==> src/rtl/jads_pkg.sv <==
// Shared constants and types for the joystick axis dead-zone scaler.
package jads_pkg;

   // Default sample width in bits.
   localparam int SAMPLE_BITS_DEFAULT = 16;

   // Configuration word format.
   localparam int CSR_DATA_BITS  = 16;
   localparam int CSR_INDEX_BITS = 2;

   // Dead band register width.
   localparam int BAND_BITS = 10;

   // Position output width and full-scale deflection.
   localparam int POS_BITS   = 8;
   localparam int FULL_SCALE = 100;

   // Quotient bits; the quotient is searched below 2**QUOT_BITS, just above full scale.
   localparam int QUOT_BITS = 7;

   // Register reset values.
   localparam int MIN_RESET  = 0;
   localparam int MID_RESET  = 2048;
   localparam int MAX_RESET  = 4095;
   localparam int BAND_RESET = 40;

   // Configuration register indexes.
   typedef enum logic [CSR_INDEX_BITS-1:0] {
      CSR_MIN_LEVEL = 2'd0,
      CSR_MID_LEVEL = 2'd1,
      CSR_MAX_LEVEL = 2'd2,
      CSR_DEAD_BAND = 2'd3
   } csr_index_type;

   // Per-word flags that travel alongside the divider data.
   typedef struct packed {
      logic sample_valid;  // copy of the input sample_valid field
      logic zero;          // result is forced to zero (dead band or invalid sample)
      logic lower;         // sample lies on the lower side of the band
      logic sat;           // result saturates to the side's extreme
   } side_type;

endpackage

==> src/rtl/jads_divider.sv <==
// Pipelined restoring divider, one quotient bit per register stage.
module jads_divider #(
   parameter int NUM_BITS = 24,
   parameter int DEN_BITS = 17
) (
   input  logic                            clock,
   input  logic                            reset,
   input  logic                            enable,
   input  logic                            in_valid,
   input  jads_pkg::side_type              in_side,
   input  logic [NUM_BITS-1:0]             in_num,
   input  logic [DEN_BITS-1:0]             in_den,
   output logic                            out_valid,
   output jads_pkg::side_type              out_side,
   output logic [jads_pkg::QUOT_BITS-1:0]  out_quot
);

   localparam int QB = jads_pkg::QUOT_BITS;

   // Stage registers, one entry per quotient bit.
   logic                 valid_ff [QB];
   jads_pkg::side_type   side_ff  [QB];
   logic [NUM_BITS-1:0]  rem_ff   [QB];
   logic [DEN_BITS-1:0]  den_ff   [QB];
   logic [QB-1:0]        quot_ff  [QB];

   for (genvar k = 0; k < QB; k++) begin : g_stage
      logic                 valid_prev;
      jads_pkg::side_type   side_prev;
      logic [NUM_BITS-1:0]  rem_prev;
      logic [DEN_BITS-1:0]  den_prev;
      logic [QB-1:0]        quot_prev;
      logic [NUM_BITS-1:0]  trial;
      logic                 take;

      // The first stage takes the divider inputs, later ones the stage before.
      if (k == 0) begin : g_first
         assign valid_prev = in_valid;
         assign side_prev  = in_side;
         assign rem_prev   = in_num;
         assign den_prev   = in_den;
         assign quot_prev  = '0;
      end else begin : g_next
         assign valid_prev = valid_ff[k-1];
         assign side_prev  = side_ff[k-1];
         assign rem_prev   = rem_ff[k-1];
         assign den_prev   = den_ff[k-1];
         assign quot_prev  = quot_ff[k-1];
      end

      // Try to subtract the divisor weighted by this stage's quotient bit.
      assign trial = NUM_BITS'(den_prev) << (QB - 1 - k);
      assign take  = rem_prev >= trial;

      always_ff @(posedge clock) begin
         if (reset) begin
            valid_ff[k] <= 1'b0;
         end else if (enable) begin
            valid_ff[k] <= valid_prev;
         end
      end

      always_ff @(posedge clock) begin
         if (enable) begin
            side_ff[k]  <= side_prev;
            den_ff[k]   <= den_prev;
            rem_ff[k]   <= take ? (rem_prev - trial) : rem_prev;
            quot_ff[k]  <= quot_prev | (take ? (QB'(1) << (QB - 1 - k)) : QB'(0));
         end
      end
   end

   assign out_valid = valid_ff[QB-1];
   assign out_side  = side_ff[QB-1];
   assign out_quot  = quot_ff[QB-1];

endmodule

==> src/rtl/joystick_axis_deadzone_scaler.sv <==
// Joystick axis dead-zone scaler: maps a signed sample to a deflection in percent.
// Throughput is one word per cycle while the pipeline is not held. A word passes the
// input register, band and side stage, scale stage, seven divider stages
// (one quotient bit each) and an output register on its way to the response.
// The whole pipeline holds while a response word waits and rsp_stall is high.
// Synchronous active-high reset empties the pipeline and loads the register defaults.
module joystick_axis_deadzone_scaler #(
   parameter int SAMPLE_BITS = jads_pkg::SAMPLE_BITS_DEFAULT
) (
   input  logic                                  clock,
   input  logic                                  reset,

   input  logic                                  req_valid,
   output logic                                  req_stall,
   input  logic signed [SAMPLE_BITS-1:0]         req_sample,
   input  logic                                  req_sample_valid,

   output logic                                  rsp_valid,
   input  logic                                  rsp_stall,
   output logic signed [jads_pkg::POS_BITS-1:0]  rsp_position,
   output logic                                  rsp_position_valid,

   input  logic                                  csr_valid,
   output logic                                  csr_ready,
   input  logic [jads_pkg::CSR_INDEX_BITS-1:0]   csr_index,
   input  logic [jads_pkg::CSR_DATA_BITS-1:0]    csr_wdata
);

   localparam int BB       = jads_pkg::BAND_BITS;
   localparam int QB       = jads_pkg::QUOT_BITS;
   localparam int PB       = jads_pkg::POS_BITS;
   localparam int WIDE     = (SAMPLE_BITS > BB) ? SAMPLE_BITS : BB;
   localparam int EXT_BITS = WIDE + 3;
   localparam int MAG_BITS = WIDE + 1;
   localparam int NUM_BITS = MAG_BITS + QB;

   // Configuration registers.
   logic signed [SAMPLE_BITS-1:0] min_ff;
   logic signed [SAMPLE_BITS-1:0] mid_ff;
   logic signed [SAMPLE_BITS-1:0] max_ff;
   logic [BB-1:0]                 band_ff;

   assign csr_ready = 1'b1;

   always_ff @(posedge clock) begin
      if (reset) begin
         min_ff  <= SAMPLE_BITS'(jads_pkg::MIN_RESET);
         mid_ff  <= SAMPLE_BITS'(jads_pkg::MID_RESET);
         max_ff  <= SAMPLE_BITS'(jads_pkg::MAX_RESET);
         band_ff <= BB'(jads_pkg::BAND_RESET);
      end else if (csr_valid && csr_ready) begin
         case (jads_pkg::csr_index_type'(csr_index))
            jads_pkg::CSR_MIN_LEVEL: min_ff  <= csr_wdata[SAMPLE_BITS-1:0];
            jads_pkg::CSR_MID_LEVEL: mid_ff  <= csr_wdata[SAMPLE_BITS-1:0];
            jads_pkg::CSR_MAX_LEVEL: max_ff  <= csr_wdata[SAMPLE_BITS-1:0];
            jads_pkg::CSR_DEAD_BAND: band_ff <= csr_wdata[BB-1:0];
            default: ;
         endcase
      end
   end

   // The pipeline advances unless a finished word is held at the output.
   logic enable;
   assign enable    = !(rsp_valid && rsp_stall);
   assign req_stall = !enable;

   // Stage 0: input register.
   logic                          s0_valid_ff;
   logic signed [SAMPLE_BITS-1:0] s0_sample_ff;
   logic                          s0_svalid_ff;

   always_ff @(posedge clock) begin
      if (reset) begin
         s0_valid_ff <= 1'b0;
      end else if (enable) begin
         s0_valid_ff <= req_valid;
      end
   end

   always_ff @(posedge clock) begin
      if (enable) begin
         s0_sample_ff <= req_sample;
         s0_svalid_ff <= req_sample_valid;
      end
   end

   // Stage 1: dead band test, side choice, distance from the band edge and span.
   logic signed [EXT_BITS-1:0] s_x;
   logic signed [EXT_BITS-1:0] mid_x;
   logic signed [EXT_BITS-1:0] min_x;
   logic signed [EXT_BITS-1:0] max_x;
   logic signed [EXT_BITS-1:0] band_x;
   logic signed [EXT_BITS-1:0] diff_x;
   logic signed [EXT_BITS-1:0] abs_x;
   logic signed [EXT_BITS-1:0] lo_x;
   logic signed [EXT_BITS-1:0] hi_x;
   logic signed [EXT_BITS-1:0] dist_x;
   logic signed [EXT_BITS-1:0] span_x;
   logic                       dead;
   logic                       lower;

   always_comb begin
      s_x    = {{(EXT_BITS-SAMPLE_BITS){s0_sample_ff[SAMPLE_BITS-1]}}, s0_sample_ff};
      mid_x  = {{(EXT_BITS-SAMPLE_BITS){mid_ff[SAMPLE_BITS-1]}}, mid_ff};
      min_x  = {{(EXT_BITS-SAMPLE_BITS){min_ff[SAMPLE_BITS-1]}}, min_ff};
      max_x  = {{(EXT_BITS-SAMPLE_BITS){max_ff[SAMPLE_BITS-1]}}, max_ff};
      band_x = {{(EXT_BITS-BB){1'b0}}, band_ff};
      diff_x = s_x - mid_x;
      abs_x  = (diff_x < 0) ? -diff_x : diff_x;
      dead   = abs_x < band_x;
      lo_x   = mid_x - band_x;
      hi_x   = mid_x + band_x;
      lower  = s_x <= lo_x;
      dist_x = lower ? (lo_x - s_x) : (s_x - hi_x);
      span_x = lower ? (lo_x - min_x) : (max_x - hi_x);
   end

   logic                       s1_valid_ff;
   logic                       s1_svalid_ff;
   logic                       s1_zero_ff;
   logic                       s1_lower_ff;
   logic [MAG_BITS-1:0]        s1_dist_ff;
   logic signed [EXT_BITS-1:0] s1_span_ff;

   always_ff @(posedge clock) begin
      if (reset) begin
         s1_valid_ff <= 1'b0;
      end else if (enable) begin
         s1_valid_ff <= s0_valid_ff;
      end
   end

   always_ff @(posedge clock) begin
      if (enable) begin
         s1_svalid_ff <= s0_svalid_ff;
         s1_zero_ff   <= dead || !s0_svalid_ff;
         s1_lower_ff  <= lower;
         s1_dist_ff   <= dist_x[MAG_BITS-1:0];
         s1_span_ff   <= span_x;
      end
   end

   // Stage 2: scale the distance to percent and detect saturation.
   logic [NUM_BITS-1:0] num;
   logic [MAG_BITS-1:0] span_mag;
   logic                sat;

   always_comb begin
      num      = NUM_BITS'(s1_dist_ff) * NUM_BITS'(jads_pkg::FULL_SCALE);
      span_mag = s1_span_ff[MAG_BITS-1:0];
      sat      = (s1_span_ff <= 0) || (num >= (NUM_BITS'(span_mag) << QB));
   end

   logic                s2_valid_ff;
   jads_pkg::side_type  s2_side_ff;
   logic [NUM_BITS-1:0] s2_num_ff;
   logic [MAG_BITS-1:0] s2_den_ff;

   always_ff @(posedge clock) begin
      if (reset) begin
         s2_valid_ff <= 1'b0;
      end else if (enable) begin
         s2_valid_ff <= s1_valid_ff;
      end
   end

   always_ff @(posedge clock) begin
      if (enable) begin
         s2_side_ff.sample_valid <= s1_svalid_ff;
         s2_side_ff.zero         <= s1_zero_ff;
         s2_side_ff.lower        <= s1_lower_ff;
         s2_side_ff.sat          <= sat;
         s2_num_ff               <= num;
         s2_den_ff               <= span_mag;
      end
   end

   // Stages 3 to 9: quotient, one bit per stage.
   logic               div_valid;
   jads_pkg::side_type div_side;
   logic [QB-1:0]      div_quot;

   jads_divider #(
      .NUM_BITS (NUM_BITS),
      .DEN_BITS (MAG_BITS)
   ) u_divider (
      .clock     (clock),
      .reset     (reset),
      .enable    (enable),
      .in_valid  (s2_valid_ff),
      .in_side   (s2_side_ff),
      .in_num    (s2_num_ff),
      .in_den    (s2_den_ff),
      .out_valid (div_valid),
      .out_side  (div_side),
      .out_quot  (div_quot)
   );

   // Output stage: clamp, apply the side's sign and register the word.
   logic [QB-1:0]        mag;
   logic signed [PB-1:0] mag_s;
   logic signed [PB-1:0] position_in;

   always_comb begin
      if (div_side.sat || (div_quot > QB'(jads_pkg::FULL_SCALE))) begin
         mag = QB'(jads_pkg::FULL_SCALE);
      end else begin
         mag = div_quot;
      end
      mag_s = PB'(mag);
      if (div_side.zero) begin
         position_in = '0;
      end else if (div_side.lower) begin
         position_in = -mag_s;
      end else begin
         position_in = mag_s;
      end
   end

   logic                 rsp_valid_ff;
   logic signed [PB-1:0] rsp_position_ff;
   logic                 rsp_position_valid_ff;

   always_ff @(posedge clock) begin
      if (reset) begin
         rsp_valid_ff <= 1'b0;
      end else if (enable) begin
         rsp_valid_ff <= div_valid;
      end
   end

   always_ff @(posedge clock) begin
      if (enable) begin
         rsp_position_ff       <= position_in;
         rsp_position_valid_ff <= div_side.sample_valid;
      end
   end

   assign rsp_valid          = rsp_valid_ff;
   assign rsp_position       = rsp_position_ff;
   assign rsp_position_valid = rsp_position_valid_ff;

endmodule
==> config.mk <==
export PLATFORM = sky130hd
export DESIGN_NAME = joystick_axis_deadzone_scaler
export DESIGN_NICKNAME = d
export VERILOG_FILES = /design/src/rtl/jads_pkg.sv /design/src/rtl/jads_divider.sv /design/src/rtl/joystick_axis_deadzone_scaler.sv
export SDC_FILE = /design/constraint.sdc
export NUM_CORES = 1
export LEC_CHECK = 0
export BUFFER_PORTS_ARGS = -buffer_cell sky130_fd_sc_hd__buf_2
export CORE_UTILIZATION = 38
export CTS_BUF_LIST = sky130_fd_sc_hd__clkbuf_8
export CTS_CLUSTER_SIZE = 12
export DETAILED_ROUTE_END_ITERATION = 10
export GPL_TIMING_DRIVEN = 0
export PLACE_DENSITY = 0.66
export SETUP_SLACK_MARGIN = 0.02
export SLEW_MARGIN = 25
export SYNTH_ARGS = -nofsm -noshare
export SYNTH_HDL_FRONTEND = slang
export SYNTH_SLANG_ARGS = --single-unit
==> constraint.sdc <==
create_clock -name clock -period 17.8 [get_ports clock]
set_clock_uncertainty 0.1 [all_clocks]
set_input_delay 4.45 -clock clock [delete_from_list [all_inputs] [get_ports clock]]
set_output_delay 4.45 -clock clock [all_outputs]
set_load 0.02 [all_outputs]
==> results of run 1 <==
-- sequential cells by signal, indices dropped and copies added (netlist names), 17 cells and up --
name,cells
u_divider.rem_ff,133
s2_den_ff,17
s2_num_ff,22
u_divider.quot_ff,28
u_divider.side_ff,28
u_divider.den_ff,102
s1_dist_ff,17
s1_span_ff,18
-- cell type report --
type / instances / share of cell area [%]
Antenna cell: 2 / 0.0154
Buffer: 46 / 0.618
Clock buffer: 88 / 3.72
Clock inverter: 57 / 0.906
Inverter: 337 / 3.88
Multi-Input combinational cell: 1981 / 44.7
Sequential cell: 467 / 41.1
Tap cell: 1030 / 3.96
Timing Repair Buffer: 52 / 1.08
-- placed cells by master, fill, tap and decap left out, types with 31 or more instances in the layout --
cell type / count
a21oi_1: 216
nand2_1: 246
o21ai_0: 107
inv_1: 365
nor2b_1: 37
nand3_1: 36
nand2b_1: 31
xnor2_1: 118
mux2_2: 35
edfxtp_1: 405
clkbuf_8: 89
a21o_1: 46
mux2i_1: 35
dfxtp_1: 62
clkbuf_1: 31
xor2_1: 73
ha_1: 305
buf_2: 57
nor3_1: 43
nor2_1: 185
o21a_1: 44
-- Yosys cell counts (all sizes together) (7+ instances only) --
cell / n
o21bai: 13
a21o: 46
a21boi: 17
inv: 337
a31oi: 17
and2: 15
clkbuf: 32
nand4b: 9
o21ai: 126
mux2: 47
a211o: 11
o21a: 44
nand2: 247
nand3: 37
and3: 25
nand4: 25
o2111ai: 7
dfxtp: 62
edfxtp: 405
nor2b: 37
a211oi: 18
nor2: 186
ha: 305
mux2i: 35
xnor2: 120
buf: 14
fa: 25
nand2b: 31
nor3: 45
nand3b: 18
o31ai: 26
a21oi: 218
or3: 24
o211ai: 15
or2: 18
nor4: 22
xor2: 73
a31o: 9
-- worst max path at each step --
stage               from        end  slack [ns]  cells past startpoint
6_report       rsp_stall  req_stall        7.70                      4
5_1_grt        rsp_stall  req_stall        7.52                      4
4_1_cts        rsp_stall  req_stall        7.60                      4
3_5_place_dp   rsp_stall  req_stall        7.60                      4
3_3_place_gp   rsp_stall  req_stall        0.05                      4
2_1_floorplan  rsp_stall  req_stall        2.74                      2
-- power breakdown --
group	switching, µW	internal [µW]	leakage (µW)	total (µW)
Sequential	240	1860	0.00476	2100
Combinational	2070	1660	0.00820	3730
Clock	447	472	0.000878	920
-- through the flow --
step	power (µW)	hold slack (ns)	cell area (µm²)	utilization (%)	setup WS, ns
4_1_cts	6800	0.310	32600	42.7	7.60
3_3_place_gp	5740	0.301	30900	40.5	0.0533
5_1_grt	7330	0.320	32600	42.7	7.52
6_report	6750	0.309	32600	42.7	7.70
3_5_place_dp	5840	0.305	31100	40.7	7.60
2_1_floorplan	4930	0.300	29400	-	2.74
-- per-layer routing --
metal  part of all wire, %  track usage, %
met5                 0.016               0
met4                   4.4            7.96
met3                   3.1            2.71
met2                    54            31.9
met1                    39            16.0
-- logic make-up after synthesis --
| family | Yosys count |
|---|---|
| AO/OA/AOI/OAI | 613 |
| XOR/XNOR | 194 |
| adder cells (fa/ha/maj) | 330 |
| buffers and inverters | 383 |
| flip-flops | 467 |
| multiplexers | 82 |
| other | 1 |
| AND/OR/NAND/NOR | 761 |
-- worst max-delay path, stage by stage --
cell	delay, ns
buf_2	0.13
nand2_8	0.40
inv_1	0.30
buf_2	0.24
==> impl_metrics.csv, run 1 <==
group,metric,value,unit
timing,setup_viol,0,
grt,grt_pass1_vias,20700,
logic_synthesis,yosysSeqAreaShare,45.6,%
worst_setup_path,required,13.25,ns
timing,drv_slew,0,
worst_setup_path,rrSetupSlack,12.09,ns
layout,final-seq-area,13400,µm²
logic_synthesis,synth_seq_cells,467,
drt,drt_iter0_markers,797,
drt,antenna_left,0,
logic_synthesis,synth_top_family_by_area,"adder cells",
timing,worst-slew-pin-transition,1.07,ns
timing,timing.fmax,99.0,MHz
timing,rsz0062_at_grt,"no",
logic_synthesis,ys_warn_count,0,
clocking,clock-root-buffer,"clkbuf_8",
timing,tns,0,ns
worst_setup_path,r2r-end,"s1_span_ff[8]$_DFFE_PN_",
layout,syn_to_final_growth,10.8,%
worst_setup_path,crit_fanout,75,
logic_synthesis,postSynthCellCount,2831,
logic_synthesis,synth-edff-count,405,
placed_design,dp.cells,3913,
placed_design,io_buffers,48,
layout,fillerInstances,7390,
worst_setup_path,r2r_start,"mid_ff[0]$_SDFFE_PP0P_",
clocking,clock_latency,0.68,ns
pwr,leakage,0.0138,µW
clocking,clk_path_buf_depth,3,
logic_synthesis,syn-num-nets,3201,
drt,vias,20400,
grt,grt_pass1_wl,101000,µm
floorplanning,io_pins,52,
worst_setup_path,startpoint_type,"input port",
logic_synthesis,synth.area.top_cells,"edfxtp_1, ha_1, inv_1",
logic_synthesis,ys.flop_type,"edfxtp_1",
clocking,clkTransAtPathRegs,0.06,ns
logic_synthesis,yosysTopAreaCell,"edfxtp_1",
floorplanning,initial_core_util,38.5,%
timing,hold_viol,0,
worst_setup_path,rr_worst_depth,24,
clocking,hold_buffers,0,
floorplanning,core,76300,µm²
grt,antenna_found_initial,2,
status,status,"finished, final reports clean",
layout,multi_input_area,14600,µm²
layout,nNetsFinal,3337,
worst_hold_path,hp-class,"reg -> reg",
timing,final.min_clock_period,10.10,ns
pwr,power.density,207,nW/µm²
drt,vias_per_cell,5.02,
logic_synthesis,synth_area,29400,µm²
worst_setup_path,cp.arrival,5.55,ns
worst_setup_path,worst-setup-path-type,"in -> out",
flow_run,drv_cap,0,
logic_synthesis,yosysUniqueCellTypes,97,
pwr,vdd_drop_max,116,µV
logic_synthesis,synthAdderAreaFrac,14.7,%
logic_synthesis,synth-compound-area-share,13.3,%
clocking,ctsHtreeMaxLevel,3,
floorplanning,die_w,280,µm
layout,drive_above_1_share,8.32,%
drt,drc,0,
drt,wl_per_cell,15.6,µm
clocking,numClockSinks,467,
logic_synthesis,synthMuxAreaShare,2.99,%
clocking,cts_setup_buffers,0,
logic_synthesis,synth_xor_area_share,5.91,%
floorplanning,die_y,280,µm
clocking,cts_tree,"built",
logic_synthesis,yosys.area_share.simple,12.6,%
floorplanning,die-area,78500,µm²
floorplanning,rows,101,
clocking,postCtsResizedCells,0,
drt,drt_wl_total,63400,µm
grt,grt-ovfl-total,0,
grt,grt_max_degree,100,
worst_hold_path,hold_path_startpoint,"s2_side_ff[0]$_DFFE_PN_",
timing,period_share,56.7,%
drt,first_pass_iters,5,
logic_synthesis,async_flop_share,0,%
placed_design,detailed_place_hpwl,49900,µm
worst_hold_path,whs_endpoint,"u_divider.side_ff[0][0]$_DFFE_PN_",
worst_setup_path,cp-end-kind,"output port",
placed_design,gp_congestion,0.898,
worst_hold_path,min_path_cells,0,
logic_synthesis,syn_avg_cell_area,10.4,µm²
timing,slew_headroom,26.8,%
layout,stdcell_count,4060,
clocking,cts_buffers,82,
grt,grtUsageTotal,16.2,%
logic_synthesis,synth_top_area_share,41.3,%
Note: power is estimated with default switching activity, not from simulation.
==> run 2, diff against run 1 <==
- PLACE_DENSITY: 0.66 -> 0.64
- clock period: 17.8 -> 9.49 ns (I/O delays scaled with it)
==> run 2 against run 1 <==
Compared with the run above:
- setup slack worse by 4.0 ns
- final cell count rose by 0.12%
- sequential power is 86% higher
- global-route usage decreased by 0.47 points
- first-iteration DRC count grew 0.38%
- critical endpoint is now s1_zero_ff$_DFFE_PN_
- largest cell class unchanged
==> impl_metrics.csv, run 2 (synthesis gave the netlist of run 1 again) <==
group,metric,value,unit
placed_design,detailed_place_hpwl,48300,µm
grt,grt_pass1_vias,20400,
drt,wl_per_cell,15.1,µm
worst_setup_path,required,9.78,ns
layout,layout_common_cells,"edfxtp_1, inv_1, ha_1",
flow_run,drv_cap,0,
floorplanning,io_pins,52,
clocking,hold_buffers,0,
clocking,clock_latency,0.68,ns
timing,final.min_clock_period,5.76,ns
grt,grt-ovfl-total,0,
worst_hold_path,hp-class,"reg -> reg",
clocking,cts_tree,"built",
grt,met3_usage,2.81,%
layout,nNetsFinal,3338,
timing,worst-slew-pin-transition,1.01,ns
grt,grtUsageTotal,15.7,%
clocking,cts_buffers,82,
timing,period_share,60.7,%
floorplanning,die_y,280,µm
pwr,vdd_drop_max,196,µV
floorplanning,die-area,78500,µm²
layout,largest-register,"u_divider.rem_ff",
floorplanning,initial_core_util,38.5,%
timing,worst_slack,3.73,ns
layout,largest_reg_flops,133,
layout,fillerInstances,7452,
placed_design,preCtsSetupSlack,3.69,ns
layout,stdcell_count,4065,
drt,drc,0,
drt,antenna_left,0,
clocking,clock-root-buffer,"clkbuf_8",
clocking,clk_path_buf_depth,3,
worst_setup_path,startpoint_type,"flip-flop",
grt,busiest_layer,"met2",
layout,drive_above_1_share,8.21,%
drt,drt_iter0_markers,800,
layout,reg_top3,"u_divider.rem_ff: 133 flops, u_divider.den_ff: 102 flops",
floorplanning,rows,101,
worst_setup_path,crit_fanout,7,
grt,antenna_found_initial,1,
layout,syn_to_final_growth,10.8,%
timing,hold_viol,0,
grt,grt_use_met1,15.5,%
pwr,leakage,0.0139,µW
grt,grt_max_degree,100,
drt,drt_wl_total,61500,µm
worst_setup_path,worst-setup-path-type,"reg -> reg",
drt,first_pass_iters,5,
drt,vias_per_cell,4.99,
timing,drv_slew,0,
timing,rsz0062_at_grt,"no",
clocking,numClockSinks,467,
floorplanning,die_w,280,µm
grt,grt_use_met2,31.0,%
layout,final_common_cell,"edfxtp_1",
status,status,"finished, final reports clean",
timing,timing.fmax,174,MHz
grt,grt_pass1_wl,98100,µm
clocking,cts_setup_buffers,0,
clocking,ctsHtreeMaxLevel,3,
placed_design,io_buffers,48,
worst_setup_path,cp-end-kind,"flip-flop",
placed_design,gp_congestion,0.905,
clocking,clkTransAtPathRegs,0.06,ns
placed_design,dp.cells,3914,
timing,setup_viol,0,
floorplanning,core,76300,µm²
timing,slew_headroom,31.2,%
pwr,power.density,383,nW/µm²
worst_setup_path,cp.arrival,6.04,ns
drt,vias,20300,
clocking,postCtsResizedCells,0,
run 2: final timing paths:
kind                                                           to                       from  slack, ns  cells after the start
worst max-delay path                         s1_zero_ff$_DFFE_PN_  s0_sample_ff[1]$_DFFE_PN_       3.73                     20
worst min-delay path            u_divider.side_ff[0][0]$_DFFE_PN_    s2_side_ff[0]$_DFFE_PN_       0.30                      0
worst max register to register               s1_zero_ff$_DFFE_PN_  s0_sample_ff[1]$_DFFE_PN_       3.73                     20
worst min register to register  u_divider.side_ff[0][0]$_DFFE_PN_    s2_side_ff[0]$_DFFE_PN_       0.30                      0
run 2: power by group:
part / switching (µW) / internal [µW] / total [µW]
registers: 433 / 3480 / 3910
clock network: 845 / 865 / 1710
logic: 3740 / 3100 / 6850
total: 5020 / 7450 / 12500
run 2: cell type report:
| class | count | area [µm²] | area share, % |
|---|---|---|---|
| multi-input combinational | 1981 | 14600 | 44.7 |
| timing repair buffer | 53 | 378 | 1.16 |
| tap | 1030 | 1290 | 3.95 |
| clock inverter | 65 | 320 | 0.983 |
| sequential | 467 | 13400 | 41.1 |
| inverter | 337 | 1260 | 3.88 |
| antenna | 1 | 2.50 | 0.00768 |
| buffer | 46 | 201 | 0.618 |
| clock buffer | 85 | 1170 | 3.59 |
run 2: metal layers:
| layer | up-vias | routed length, µm |
|---|---|---|
| met1 | 9398 | 24000 |
| met4 | 0 | 2930 |
| met3 | 164 | 1770 |
| met2 | 308 | 32800 |
| li1 | 10400 | - |
| met5 | - | 0 |
run 2: worst max-delay path: stages (launching register included):
cell	delay [ns]
edfxtp_1	0.52
inv_1	0.22
fa_1	0.47
nor2b_1	0.24
o221ai_1	0.20
a21oi_1	0.27
o211a_1	0.27
nor3_2	0.09
a21oi_1	0.62
nor2_1	0.12
xnor2_1	0.16
ha_1	0.28
o21a_1	0.11
o21a_1	0.17
o21a_1	0.16
o21ai_0	0.19
a21oi_1	0.12
or3_1	0.32
a21oi_1	0.19
o211ai_1	0.16
o31ai_2	0.51
run 2: stage by stage:
stage | area [µm²] | utilization [%] | hold slack, ns | power [µW] | setup TNS (ns)
after floorplan | 29400 | - | 0.300 | 9250 | 0
after global placement | 31000 | 40.6 | 0.300 | 10700 | -0.446
after detailed placement | 31100 | 40.7 | 0.305 | 10800 | 0
after CTS | 32600 | 42.7 | 0.283 | 12600 | 0
after global routing | 32600 | 42.7 | 0.295 | 13700 | 0
final | 32600 | 42.7 | 0.295 | 12500 | 0
